`config.mk`:
```
export PLATFORM = sky130hd
export DESIGN_NAME = biquad_iir_filter
export DESIGN_NICKNAME = d
export VERILOG_FILES = /design/src/biq_pkg.sv /design/src/biq_regs.sv /design/src/biq_seq.sv /design/src/biq_dpath.sv /design/src/biquad_iir_filter.sv
export SDC_FILE = /design/constraint.sdc
export NUM_CORES = 2
export LEC_CHECK = 0
export BUFFER_PORTS_ARGS = -buffer_cell sky130_fd_sc_hd__buf_2
export CAP_MARGIN = 5
export CORE_ASPECT_RATIO = 1.75
export CORE_UTILIZATION = 35
export CTS_CLUSTER_SIZE = 30
export DETAILED_ROUTE_END_ITERATION = 10
export GPL_TIMING_DRIVEN = 0
export PLACE_DENSITY = 0.53
export SETUP_SLACK_MARGIN = 0.5
export SYNTH_ARGS = -nofsm -noshare
export SYNTH_HDL_FRONTEND = slang
export SYNTH_SLANG_ARGS = --single-unit
```
`constraint.sdc`:
```
create_clock -name clk -period 10.5 [get_ports clk]
set_clock_uncertainty 0.2 [all_clocks]
set_input_delay 1.05 -clock clk [delete_from_list [all_inputs] [get_ports clk]]
set_output_delay 1.05 -clock clk [all_outputs]
set_load 0.01 [all_outputs]
```
`src/biq_pkg.sv`:
```
// ----------------------------------------------------------------------------
// Biquad filter package
// Shared constants, register and opcode codes, control word type and the
// microprogram of the biquad sequencer.
// ----------------------------------------------------------------------------
package biq_pkg;

  // Default widths of sample and coefficient words
  localparam int unsigned SAMPLE_WIDTH_DEF = 24;
  localparam int unsigned COEF_WIDTH_DEF   = 32;

  // Coefficient register file
  localparam int unsigned NUM_COEFS  = 5;
  localparam int unsigned COEF_IDX_W = 3;

  localparam logic [COEF_IDX_W-1:0] REG_B0 = 3'd0;
  localparam logic [COEF_IDX_W-1:0] REG_B1 = 3'd1;
  localparam logic [COEF_IDX_W-1:0] REG_B2 = 3'd2;
  localparam logic [COEF_IDX_W-1:0] REG_A1 = 3'd3;
  localparam logic [COEF_IDX_W-1:0] REG_A2 = 3'd4;

  // Accumulator operations
  localparam logic [2:0] ACC_NOP   = 3'd0;  // hold
  localparam logic [2:0] ACC_LD_S1 = 3'd1;  // load scaled first state
  localparam logic [2:0] ACC_LD_S2 = 3'd2;  // load scaled second state plus product
  localparam logic [2:0] ACC_LD_P  = 3'd3;  // load product alone
  localparam logic [2:0] ACC_ADD   = 3'd4;  // add product
  localparam logic [2:0] ACC_SUB   = 3'd5;  // subtract product

  // Round and saturate destinations
  localparam logic [1:0] SAT_NONE = 2'd0;
  localparam logic [1:0] SAT_Y    = 2'd1;
  localparam logic [1:0] SAT_N1   = 2'd2;
  localparam logic [1:0] SAT_N2   = 2'd3;  // also commits states and result

  // Sequencing
  localparam logic [1:0] JMP_NEXT = 2'd0;  // advance
  localparam logic [1:0] JMP_IN   = 2'd1;  // hold until an input word arrives
  localparam logic [1:0] JMP_OUT  = 2'd2;  // hold until output slot free, then home
  localparam logic [1:0] JMP_HOME = 2'd3;  // back to the first step

  // Program steps
  localparam int unsigned STEP_W = 4;
  localparam logic [STEP_W-1:0] STEP_WAIT = 4'd0;
  localparam logic [STEP_W-1:0] STEP_B0   = 4'd1;
  localparam logic [STEP_W-1:0] STEP_ACC0 = 4'd2;
  localparam logic [STEP_W-1:0] STEP_Y    = 4'd3;
  localparam logic [STEP_W-1:0] STEP_A1   = 4'd4;
  localparam logic [STEP_W-1:0] STEP_SUB1 = 4'd5;
  localparam logic [STEP_W-1:0] STEP_N1   = 4'd6;
  localparam logic [STEP_W-1:0] STEP_SUB2 = 4'd7;
  localparam logic [STEP_W-1:0] STEP_DONE = 4'd8;

  typedef struct packed {
    logic [COEF_IDX_W-1:0] coef_sel;
    logic                  mul_en;
    logic                  mul_y;     // multiply by output instead of input
    logic [2:0]            acc_op;
    logic [1:0]            sat_dst;
    logic                  load_in;
    logic [1:0]            jmp;
  } ctl_t;

  typedef struct packed {
    logic out_free;
  } stat_t;

  localparam ctl_t CW_NOP = '{coef_sel: REG_B0, mul_en: 1'b0, mul_y: 1'b0,
                              acc_op: ACC_NOP, sat_dst: SAT_NONE, load_in: 1'b0,
                              jmp: JMP_NEXT};

  // Microprogram: one control word per step
  function automatic ctl_t ucode(input logic [STEP_W-1:0] step);
    ctl_t cw;
    cw = CW_NOP;
    unique case (step)
      STEP_WAIT: begin
        cw.load_in = 1'b1;
        cw.jmp     = JMP_IN;
      end
      STEP_B0: begin
        cw.coef_sel = REG_B0;
        cw.mul_en   = 1'b1;
        cw.acc_op   = ACC_LD_S1;
      end
      STEP_ACC0: begin
        cw.coef_sel = REG_B1;
        cw.mul_en   = 1'b1;
        cw.acc_op   = ACC_ADD;
      end
      STEP_Y: begin
        cw.sat_dst = SAT_Y;
        cw.acc_op  = ACC_LD_S2;
      end
      STEP_A1: begin
        cw.coef_sel = REG_A1;
        cw.mul_en   = 1'b1;
        cw.mul_y    = 1'b1;
      end
      STEP_SUB1: begin
        cw.coef_sel = REG_B2;
        cw.mul_en   = 1'b1;
        cw.acc_op   = ACC_SUB;
      end
      STEP_N1: begin
        cw.sat_dst  = SAT_N1;
        cw.acc_op   = ACC_LD_P;
        cw.coef_sel = REG_A2;
        cw.mul_en   = 1'b1;
        cw.mul_y    = 1'b1;
      end
      STEP_SUB2: begin
        cw.acc_op = ACC_SUB;
      end
      STEP_DONE: begin
        cw.sat_dst = SAT_N2;
        cw.jmp     = JMP_OUT;
      end
      default: begin
        cw.jmp = JMP_HOME;
      end
    endcase
    return cw;
  endfunction

endpackage

```
`src/biq_regs.sv`:
```
// ----------------------------------------------------------------------------
// Biquad coefficient registers
// APB-style register file holding the five filter coefficients.
// ----------------------------------------------------------------------------
module biq_regs #(
  parameter int unsigned COEF_WIDTH = biq_pkg::COEF_WIDTH_DEF
) (
  input  logic                                         clk,
  input  logic                                         rst_n,
  input  logic                                         psel,
  input  logic                                         penable,
  input  logic                                         pwrite,
  input  logic [((COEF_WIDTH > 32) ? 6 : 5)-1:0]       paddr,
  input  logic [((COEF_WIDTH > 32) ? 64 : 32)-1:0]     pwdata,
  output logic [((COEF_WIDTH > 32) ? 64 : 32)-1:0]     prdata,
  output logic                                         pready,
  output logic [biq_pkg::NUM_COEFS-1:0][COEF_WIDTH-1:0] coefs
);

  localparam int unsigned DATA_W = (COEF_WIDTH > 32) ? 64 : 32;
  localparam int unsigned ADDR_W = (COEF_WIDTH > 32) ? 6 : 5;
  localparam int unsigned ALIGN  = (COEF_WIDTH > 32) ? 3 : 2;
  localparam logic [COEF_WIDTH-1:0] COEF_ONE = {2'b01, {(COEF_WIDTH-2){1'b0}}};

  logic [biq_pkg::COEF_IDX_W-1:0] idx;
  logic                           idx_ok;
  logic                           wr_en;

  // Decode word index from byte address
  assign idx    = paddr[ADDR_W-1:ALIGN];
  assign idx_ok = (idx <= biq_pkg::REG_A2);
  assign wr_en  = psel && penable && pwrite && idx_ok;
  assign pready = 1'b1;

  // Write coefficients; b0 comes out of reset at unity
  always_ff @(posedge clk) begin
    if (!rst_n) begin
      coefs[biq_pkg::REG_B0] <= COEF_ONE;
      coefs[biq_pkg::REG_B1] <= '0;
      coefs[biq_pkg::REG_B2] <= '0;
      coefs[biq_pkg::REG_A1] <= '0;
      coefs[biq_pkg::REG_A2] <= '0;
    end else if (wr_en) begin
      coefs[idx] <= pwdata[COEF_WIDTH-1:0];
    end
  end

  // Read back the raw register bits
  always_comb begin
    prdata = '0;
    if (idx_ok) begin
      prdata = DATA_W'(coefs[idx]);
    end
  end

endmodule

```
`src/biq_seq.sv`:
```
// ----------------------------------------------------------------------------
// Biquad sequencer
// Step counter over the microprogram; gates each control word on its
// jump condition and hands it to the datapath.
// ----------------------------------------------------------------------------
module biq_seq (
  input  logic            clk,
  input  logic            rst_n,
  input  logic            in_valid,
  output logic            in_ready,
  input  biq_pkg::stat_t  stat,
  output biq_pkg::ctl_t   ctl
);

  logic [biq_pkg::STEP_W-1:0] step_r;
  logic [biq_pkg::STEP_W-1:0] step_nxt;
  biq_pkg::ctl_t              cw;
  logic                       go;

  // Fetch the control word of the current step
  assign cw = biq_pkg::ucode(step_r);

  // Evaluate the step's wait condition
  always_comb begin
    unique case (cw.jmp)
      biq_pkg::JMP_IN:  go = in_valid;
      biq_pkg::JMP_OUT: go = stat.out_free;
      default:          go = 1'b1;
    endcase
  end

  assign in_ready = (cw.jmp == biq_pkg::JMP_IN);
  assign ctl      = go ? cw : biq_pkg::CW_NOP;

  // Advance, hold or return home
  always_comb begin
    step_nxt = step_r;
    if (go) begin
      if (cw.jmp == biq_pkg::JMP_OUT || cw.jmp == biq_pkg::JMP_HOME) begin
        step_nxt = biq_pkg::STEP_WAIT;
      end else begin
        step_nxt = step_r + 1'b1;
      end
    end
  end

  always_ff @(posedge clk) begin
    if (!rst_n) begin
      step_r <= biq_pkg::STEP_WAIT;
    end else begin
      step_r <= step_nxt;
    end
  end

`ifndef SYNTH
  // Input words are taken only at the first step, and the program moves on
  a_load_at_wait: assert property (@(posedge clk) disable iff (!rst_n)
    ctl.load_in |-> (step_r == biq_pkg::STEP_WAIT))
    else $error("input word taken outside the wait step");

  a_load_advances: assert property (@(posedge clk) disable iff (!rst_n)
    ctl.load_in |=> (step_r == biq_pkg::STEP_B0))
    else $error("program did not advance after taking a word");

  a_step_range: assert property (@(posedge clk) disable iff (!rst_n)
    step_r <= biq_pkg::STEP_DONE)
    else $error("step counter left the program");
`endif

endmodule

```
`src/biq_dpath.sv`:
```
// ----------------------------------------------------------------------------
// Biquad datapath
// One registered multiplier, one accumulator, round and saturate units,
// filter state and the output word register.
// ----------------------------------------------------------------------------
module biq_dpath #(
  parameter int unsigned SAMPLE_WIDTH = biq_pkg::SAMPLE_WIDTH_DEF,
  parameter int unsigned COEF_WIDTH   = biq_pkg::COEF_WIDTH_DEF
) (
  input  logic                                          clk,
  input  logic                                          rst_n,
  input  biq_pkg::ctl_t                                 ctl,
  output biq_pkg::stat_t                                stat,
  input  logic [biq_pkg::NUM_COEFS-1:0][COEF_WIDTH-1:0] coefs,
  input  logic signed [SAMPLE_WIDTH-1:0]                in_sample_in,
  input  logic                                          in_restart,
  input  logic                                          in_block_end,
  output logic signed [SAMPLE_WIDTH-1:0]                out_sample_out,
  output logic                                          out_overflow,
  output logic                                          out_block_end_out,
  output logic                                          out_valid,
  input  logic                                          out_ready
);

  // Grid alignment of products and state within the accumulator
  localparam int unsigned STATE_W  = SAMPLE_WIDTH + 24;
  localparam int unsigned PROD_W   = SAMPLE_WIDTH + COEF_WIDTH;
  localparam int unsigned PROD_LSH = (COEF_WIDTH < 24) ? (24 - COEF_WIDTH) : 0;
  localparam int unsigned ST_LSH   = (COEF_WIDTH > 24) ? (COEF_WIDTH - 24) : 0;
  localparam int unsigned ACC_W    = PROD_W + PROD_LSH + 2;
  localparam int unsigned OUT_RSH  = COEF_WIDTH - 2 + PROD_LSH;
  localparam int unsigned ST_RSH   = ST_LSH;

  localparam logic signed [ACC_W-1:0] Y_HALF  = (ACC_W'(1) << OUT_RSH) >> 1;
  localparam logic signed [ACC_W-1:0] ST_HALF = (ACC_W'(1) << ST_RSH) >> 1;
  localparam logic signed [ACC_W-1:0] Y_MAX   =
    {{(ACC_W-SAMPLE_WIDTH+1){1'b0}}, {(SAMPLE_WIDTH-1){1'b1}}};
  localparam logic signed [ACC_W-1:0] Y_MIN   =
    {{(ACC_W-SAMPLE_WIDTH+1){1'b1}}, {(SAMPLE_WIDTH-1){1'b0}}};
  localparam logic signed [ACC_W-1:0] ST_MAX  =
    {{(ACC_W-STATE_W+1){1'b0}}, {(STATE_W-1){1'b1}}};
  localparam logic signed [ACC_W-1:0] ST_MIN  =
    {{(ACC_W-STATE_W+1){1'b1}}, {(STATE_W-1){1'b0}}};

  logic signed [SAMPLE_WIDTH-1:0] x_r;
  logic                           bend_r;
  logic signed [SAMPLE_WIDTH-1:0] y_r;
  logic signed [STATE_W-1:0]      n1_r;
  logic signed [STATE_W-1:0]      d1_r;
  logic signed [STATE_W-1:0]      d2_r;
  logic                           ovf_r;
  logic signed [PROD_W-1:0]       mul_r;
  logic signed [ACC_W-1:0]        acc_r;
  logic signed [ACC_W-1:0]        acc_nxt;
  logic signed [SAMPLE_WIDTH-1:0] out_sample_r;
  logic                           out_ovf_r;
  logic                           out_bend_r;
  logic                           out_valid_r;

  logic signed [COEF_WIDTH-1:0]   mul_a;
  logic signed [SAMPLE_WIDTH-1:0] mul_b;
  logic signed [ACC_W-1:0]        prod_ext;
  logic signed [ACC_W-1:0]        s1_ext;
  logic signed [ACC_W-1:0]        s2_ext;
  logic signed [ACC_W-1:0]        y_rnd;
  logic signed [ACC_W-1:0]        st_rnd;
  logic signed [SAMPLE_WIDTH-1:0] y_sat;
  logic signed [STATE_W-1:0]      st_sat;
  logic                           y_ovf;
  logic                           st_ovf;
  logic                           commit;

  assign commit        = (ctl.sat_dst == biq_pkg::SAT_N2);
  assign stat.out_free = !out_valid_r || out_ready;

  // Multiplier operands: selected coefficient times input or output sample
  assign mul_a = $signed(coefs[ctl.coef_sel]);
  assign mul_b = ctl.mul_y ? y_r : x_r;

  // Align product and state terms to the accumulator grid
  assign prod_ext = ACC_W'(mul_r) <<< PROD_LSH;
  assign s1_ext   = ACC_W'(d1_r) <<< ST_LSH;
  assign s2_ext   = ACC_W'(d2_r) <<< ST_LSH;

  // Round half up, then clamp to the sample range
  assign y_rnd = (acc_r + Y_HALF) >>> OUT_RSH;
  always_comb begin
    y_ovf = 1'b1;
    if (y_rnd > Y_MAX) begin
      y_sat = Y_MAX[SAMPLE_WIDTH-1:0];
    end else if (y_rnd < Y_MIN) begin
      y_sat = Y_MIN[SAMPLE_WIDTH-1:0];
    end else begin
      y_sat = y_rnd[SAMPLE_WIDTH-1:0];
      y_ovf = 1'b0;
    end
  end

  // Round half up, then clamp to the state range
  assign st_rnd = (acc_r + ST_HALF) >>> ST_RSH;
  always_comb begin
    st_ovf = 1'b1;
    if (st_rnd > ST_MAX) begin
      st_sat = ST_MAX[STATE_W-1:0];
    end else if (st_rnd < ST_MIN) begin
      st_sat = ST_MIN[STATE_W-1:0];
    end else begin
      st_sat = st_rnd[STATE_W-1:0];
      st_ovf = 1'b0;
    end
  end

  // Accumulator next value
  always_comb begin
    unique case (ctl.acc_op)
      biq_pkg::ACC_LD_S1: acc_nxt = s1_ext;
      biq_pkg::ACC_LD_S2: acc_nxt = s2_ext + prod_ext;
      biq_pkg::ACC_LD_P:  acc_nxt = prod_ext;
      biq_pkg::ACC_ADD:   acc_nxt = acc_r + prod_ext;
      biq_pkg::ACC_SUB:   acc_nxt = acc_r - prod_ext;
      default:            acc_nxt = acc_r;
    endcase
  end

  // Arithmetic payload registers
  always_ff @(posedge clk) begin
    if (ctl.load_in) begin
      x_r    <= in_sample_in;
      bend_r <= in_block_end;
    end
    if (ctl.mul_en) begin
      mul_r <= mul_a * mul_b;
    end
    acc_r <= acc_nxt;
    if (ctl.sat_dst == biq_pkg::SAT_Y) begin
      y_r <= y_sat;
    end
    if (ctl.sat_dst == biq_pkg::SAT_N1) begin
      n1_r <= st_sat;
    end
    if (commit) begin
      out_sample_r <= y_r;
      out_ovf_r    <= ovf_r | st_ovf;
      out_bend_r   <= bend_r;
    end
  end

  // Filter state and overflow flag
  always_ff @(posedge clk) begin
    if (!rst_n) begin
      d1_r  <= '0;
      d2_r  <= '0;
      ovf_r <= 1'b0;
    end else begin
      if (ctl.load_in) begin
        ovf_r <= 1'b0;
        if (in_restart) begin
          d1_r <= '0;
          d2_r <= '0;
        end
      end
      if (ctl.sat_dst == biq_pkg::SAT_Y) begin
        ovf_r <= ovf_r | y_ovf;
      end
      if (ctl.sat_dst == biq_pkg::SAT_N1) begin
        ovf_r <= ovf_r | st_ovf;
      end
      if (commit) begin
        d1_r <= n1_r;
        d2_r <= st_sat;
      end
    end
  end

  // Output word valid
  always_ff @(posedge clk) begin
    if (!rst_n) begin
      out_valid_r <= 1'b0;
    end else if (commit) begin
      out_valid_r <= 1'b1;
    end else if (out_ready) begin
      out_valid_r <= 1'b0;
    end
  end

  assign out_sample_out    = out_sample_r;
  assign out_overflow      = out_ovf_r;
  assign out_block_end_out = out_bend_r;
  assign out_valid         = out_valid_r;

`ifndef SYNTH
  // A result is written only into a free output slot
  a_commit_free: assert property (@(posedge clk) disable iff (!rst_n)
    commit |-> (!out_valid_r || out_ready))
    else $error("result overwrote a pending output word");

  a_commit_shows: assert property (@(posedge clk) disable iff (!rst_n)
    commit |=> out_valid_r)
    else $error("committed result not presented");

  a_restart_clears: assert property (@(posedge clk) disable iff (!rst_n)
    (ctl.load_in && in_restart) |=> (d1_r == '0 && d2_r == '0))
    else $error("restart did not clear the filter state");
`endif

endmodule

```
`src/biquad_iir_filter.sv`:
```
// ----------------------------------------------------------------------------
// Biquad IIR filter, transposed direct form II
// Samples are processed one at a time by the nine-step microprogram that
// shares one multiplier; the next input word is taken only after the last
// result is committed, which waits while the output word is held.
// Reset (synchronous, active low): b0 = 1.0, other coefficients zero, both
// filter states zero, output register empty.
// ----------------------------------------------------------------------------
module biquad_iir_filter #(
  parameter int unsigned SAMPLE_WIDTH = biq_pkg::SAMPLE_WIDTH_DEF,
  parameter int unsigned COEF_WIDTH   = biq_pkg::COEF_WIDTH_DEF
) (
  input  logic                                     clk,
  input  logic                                     rst_n,
  // Input channel
  input  logic                                     in_valid,
  output logic                                     in_ready,
  input  logic signed [SAMPLE_WIDTH-1:0]           in_sample_in,
  input  logic                                     in_restart,
  input  logic                                     in_block_end,
  // Result channel
  output logic                                     out_valid,
  input  logic                                     out_ready,
  output logic signed [SAMPLE_WIDTH-1:0]           out_sample_out,
  output logic                                     out_overflow,
  output logic                                     out_block_end_out,
  // Configuration port
  input  logic                                     psel,
  input  logic                                     penable,
  input  logic                                     pwrite,
  input  logic [((COEF_WIDTH > 32) ? 6 : 5)-1:0]   paddr,
  input  logic [((COEF_WIDTH > 32) ? 64 : 32)-1:0] pwdata,
  output logic [((COEF_WIDTH > 32) ? 64 : 32)-1:0] prdata,
  output logic                                     pready
);

  logic [biq_pkg::NUM_COEFS-1:0][COEF_WIDTH-1:0] coefs;
  biq_pkg::ctl_t                                 ctl;
  biq_pkg::stat_t                                stat;

  // Coefficient registers
  biq_regs #(
    .COEF_WIDTH (COEF_WIDTH)
  ) u_regs (
    .clk     (clk),
    .rst_n   (rst_n),
    .psel    (psel),
    .penable (penable),
    .pwrite  (pwrite),
    .paddr   (paddr),
    .pwdata  (pwdata),
    .prdata  (prdata),
    .pready  (pready),
    .coefs   (coefs)
  );

  // Microprogram sequencer
  biq_seq u_seq (
    .clk      (clk),
    .rst_n    (rst_n),
    .in_valid (in_valid),
    .in_ready (in_ready),
    .stat     (stat),
    .ctl      (ctl)
  );

  // Arithmetic datapath
  biq_dpath #(
    .SAMPLE_WIDTH (SAMPLE_WIDTH),
    .COEF_WIDTH   (COEF_WIDTH)
  ) u_dpath (
    .clk               (clk),
    .rst_n             (rst_n),
    .ctl               (ctl),
    .stat              (stat),
    .coefs             (coefs),
    .in_sample_in      (in_sample_in),
    .in_restart        (in_restart),
    .in_block_end      (in_block_end),
    .out_sample_out    (out_sample_out),
    .out_overflow      (out_overflow),
    .out_block_end_out (out_block_end_out),
    .out_valid         (out_valid),
    .out_ready         (out_ready)
  );

endmodule

```
==> results.md <==
* H-tree level count at 2
* Critical path class: reg -> reg
* Post-DP HPWL at about 220 mm
* Core area at between 150000 and 200000 µm²
* GP Congestion at between 1 and 1.5
* Avg Inst Size Synth at ~8.8 µm²
* Vias in the first global route at 53.4k
* R2R cell count at 38
* Netlist cell types at between 70 and 80
* Hold bufs inserted after CTS at 0
* Most area-consuming cells after synthesis: fa_1 (28%), edfxtp_1 (13%), dfxtp_1 (9.5%)
* Min-delay src: u_dpath.bend_r
* Largest net degree at the start of global routing at between 40 and 50
* WL final at approximately 270 mm
* First-pass GRT wire length at ~380 mm
* Final hold viol count at 0
* Async SR Flop Fraction at 0
* Num ports at 131
* CP arrival at around 10000 ps
* Crit. End Element: register
* Drt initial violations at 4006
* Final min period at 9990 ps
* FF+latch count, synth at between 400 and 500
* Crit-path max cell delay at around 630 ps
* Die Area at 159000 µm²
* I/O Buffers at 126
* Drt wl/cell at between 30 and 40 µm
* Slew HR at -0.0165
* Pins Over Slew Limit at 11
* Post-route ant nets at 0
* CTS tree: done
* Fill count at around 16k
* Root buffer selected by CTS: clkbuf_16
* Number of CTS-inserted buffers at 55
* Total GRT Usage at 0.345
* Unrepaired setup endpoints after global routing: true
* Clock Sinks at approximately 500
* Critical Path Start Type: register
* Worst Path Required at 10660 ps
* Register area share after synthesis at 0.224
* Total number of vias at approximately 50k
* Max Fclk at roughly 0.1 GHz
* Critical Path Sink: u_dpath.mul_r[55]
* Status: finished with violations
* Synthesized area at roughly 55000 µm²
* TritonRoute pass-1 iters at 8
* Reg area at roughly 12000 µm²
* Post-synthesis instance total at between 6k and 7k
* Fin crit share at 0.951
* Final layout net count at 7814
* R2R setup slack at about 500 ps
* Max_cap viols at 2
* Die W at approximately 300 µm
* Most used cell, CP: fa_1
* Starting Density at 0.353
* Fin Setup TNS at 0 ps
* Fraction of layout cells with a size suffix above 1 at 0.157
* Syn Nets at approximately 7.4k
* Share of the synthesized area in the top cell type at 0.285
* Slew @ Worst Pin at ~1500 ps
* Worst-path maximum fanout at 8
* Longest Clk Path Bufs at 3
* # setup viols final at 0
* Worst skew pair latency at between 700 and 800 ps
* Synth Flop Type: dfxtp_1
* CP max stage cell: fa_2
* Num rows at ~190
* Post-detailed-route via-to-cell ratio at 5.70
* Cell taking the most area after synthesis: fa_1
* Failing checks: capacitance limit, slew limit
* CTS clock-pin slew for the worst setup and hold paths at 60 ps
* Worst slack, placed at -4270 ps
* Final worst slack at 511 ps
* Area Growth Syn to Fin at 21.0%
* Crit path launch: u_seq.step_r[0]
* FF-to-FF Start: u_seq.step_r[0]
* Worst min path class: reg -> reg
* Number of synthesized flops with an enable pin at 237
* Initial antenna violation count at 14
* Drt drc at 0
* Synth Warn # at 0
* Die Span Y at between 500 and 600 µm
* Grt ovf at 0
* RR Endpoint: u_dpath.mul_r[55]
* Area of the multi-input gates at approximately 40000 µm²
## sequential cells by signal, summed over array words and instances, names as in the netlist
name and cells:
u_dpath.acc_r 58, u_dpath.bend_r 1, u_dpath.d1_r 48, u_dpath.d2_r 48, u_dpath.mul_r 56, u_dpath.n1_r 48, u_dpath.out_block_end_out 1, u_dpath.out_overflow 1
u_dpath.out_sample_out 24, u_dpath.out_valid 1, u_dpath.ovf_r 1, u_dpath.x_r 24, u_dpath.y_r 24, u_regs.coefs 160, u_seq.step_r 4
## how the worst min path moves through the flow
stage | end | slack, ps | depth (start not counted)
2_1_floorplan | u_dpath.out_block_end_out | 200 | 0
3_3_place_gp | u_dpath.out_block_end_out | 220 | 0
3_5_place_dp | u_dpath.out_block_end_out | 220 | 0
4_1_cts | u_dpath.out_block_end_out | 250 | 0
5_1_grt | u_dpath.out_block_end_out | 250 | 0
6_report | u_dpath.out_block_end_out | 240 | 0
## synthesized netlist by cell type (35+ instances only)
master / number
nand4_1: 47
nor3_1: 39
nand2b_1: 41
xnor2_1: 153
o22ai_1: 37
a21o_1: 116
a22oi_1: 172
clkbuf_1: 345
mux2_2: 51
inv_1: 830
ha_1: 267
nand3_1: 113
a21oi_1: 336
o21ai_0: 226
nand2_1: 974
xor2_1: 128
and3_1: 35
fa_1: 785
nor2_1: 619
edfxtp_1: 237
dfxtp_1: 262
## logic make-up after synthesis
| kind of cell | count (synthesis) | synth area share |
|---|---|---|
| compound gates | 1167 | 0.137 |
| xor+xnor | 281 | 0.0446 |
| fa+ha+maj | 1052 | 0.345 |
| buf+inv | 1191 | 0.0812 |
| flops | 499 | 0.224 |
| mux | 78 | 0.0155 |
| other cells | 1 | 0.0000680 |
| simple gates | 1988 | 0.152 |
## worst max-delay path, delay by kind of cell, from the launching register on
| family | cells | cell delay, ps |
|---|---|---|
| xor+xnor | 1 | 200 |
| simple gates | 10 | 1460 |
| fa+ha+maj | 10 | 4520 |
| buf+inv | 10 | 1250 |
| compound gates | 7 | 1650 |
| flops | 1 | 350 |
## final cells by class
type                       count  share of cell area
sequential                   499               0.185
inverter                     832              0.0471
tap                         2037              0.0382
clock buffer                  65              0.0221
clock inverter                39             0.00714
antenna                        8            0.000300
buffer                       359              0.0428
timing repair buffer         378              0.0482
multi-input combinational   4567               0.609
## what timing repair did
action,4_1_cts,5_1_grt
pin swaps,159,140
gates resized for setup,801,129
buffers inserted,161,53
setup endpoints to repair,46,23
hold endpoints to repair,0,0
gates cloned,9,0
## routing by layer
| layer | GRT usage | up-vias | share of wire |
|---|---|---|---|
| met2 | 0.614 | 2461 | 0.50 |
| met4 | 0.362 | 2 | 0.13 |
| met5 | 0 | - | 0.000029 |
| met3 | 0.0610 | 1094 | 0.062 |
| li1 | - | 21408 | - |
| met1 | 0.316 | 25112 | 0.30 |
## through the flow
| stage | utilization | cells | hold slack [ps] | area (µm²) |
|---|---|---|---|---|
| finish | 0.427 | 8784 | 242 | 66800 |
| global placement | 0.373 | 8420 | 219 | 58400 |
| floorplan | - | 6257 | 200 | 55200 |
| detailed placement | 0.376 | 8446 | 223 | 58900 |
| global route | 0.427 | 8777 | 250 | 66700 |
| CTS | 0.420 | 8720 | 250 | 65700 |
## placed cells by master, fill, tap and decap left out, types with 45 or more instances in the layout
cell,instances
nor2_1,605
o21ai_0,217
clkbuf_16,94
fa_2,45
dfxtp_1,260
ha_1,241
clkbuf_8,48
a21o_1,114
buf_2,130
nand4_1,47
xnor2_1,146
inv_1,804
fa_1,740
mux2_2,46
clkbuf_1,194
edfxtp_1,237
a22oi_1,172
nand2_1,949
buf_4,180
xor2_1,125
a21oi_1,317
nand3_1,74
Power is left out: the tool's default activity adds up to more than one toggle a clock period on the data nets, which glitch-free logic cannot reach.
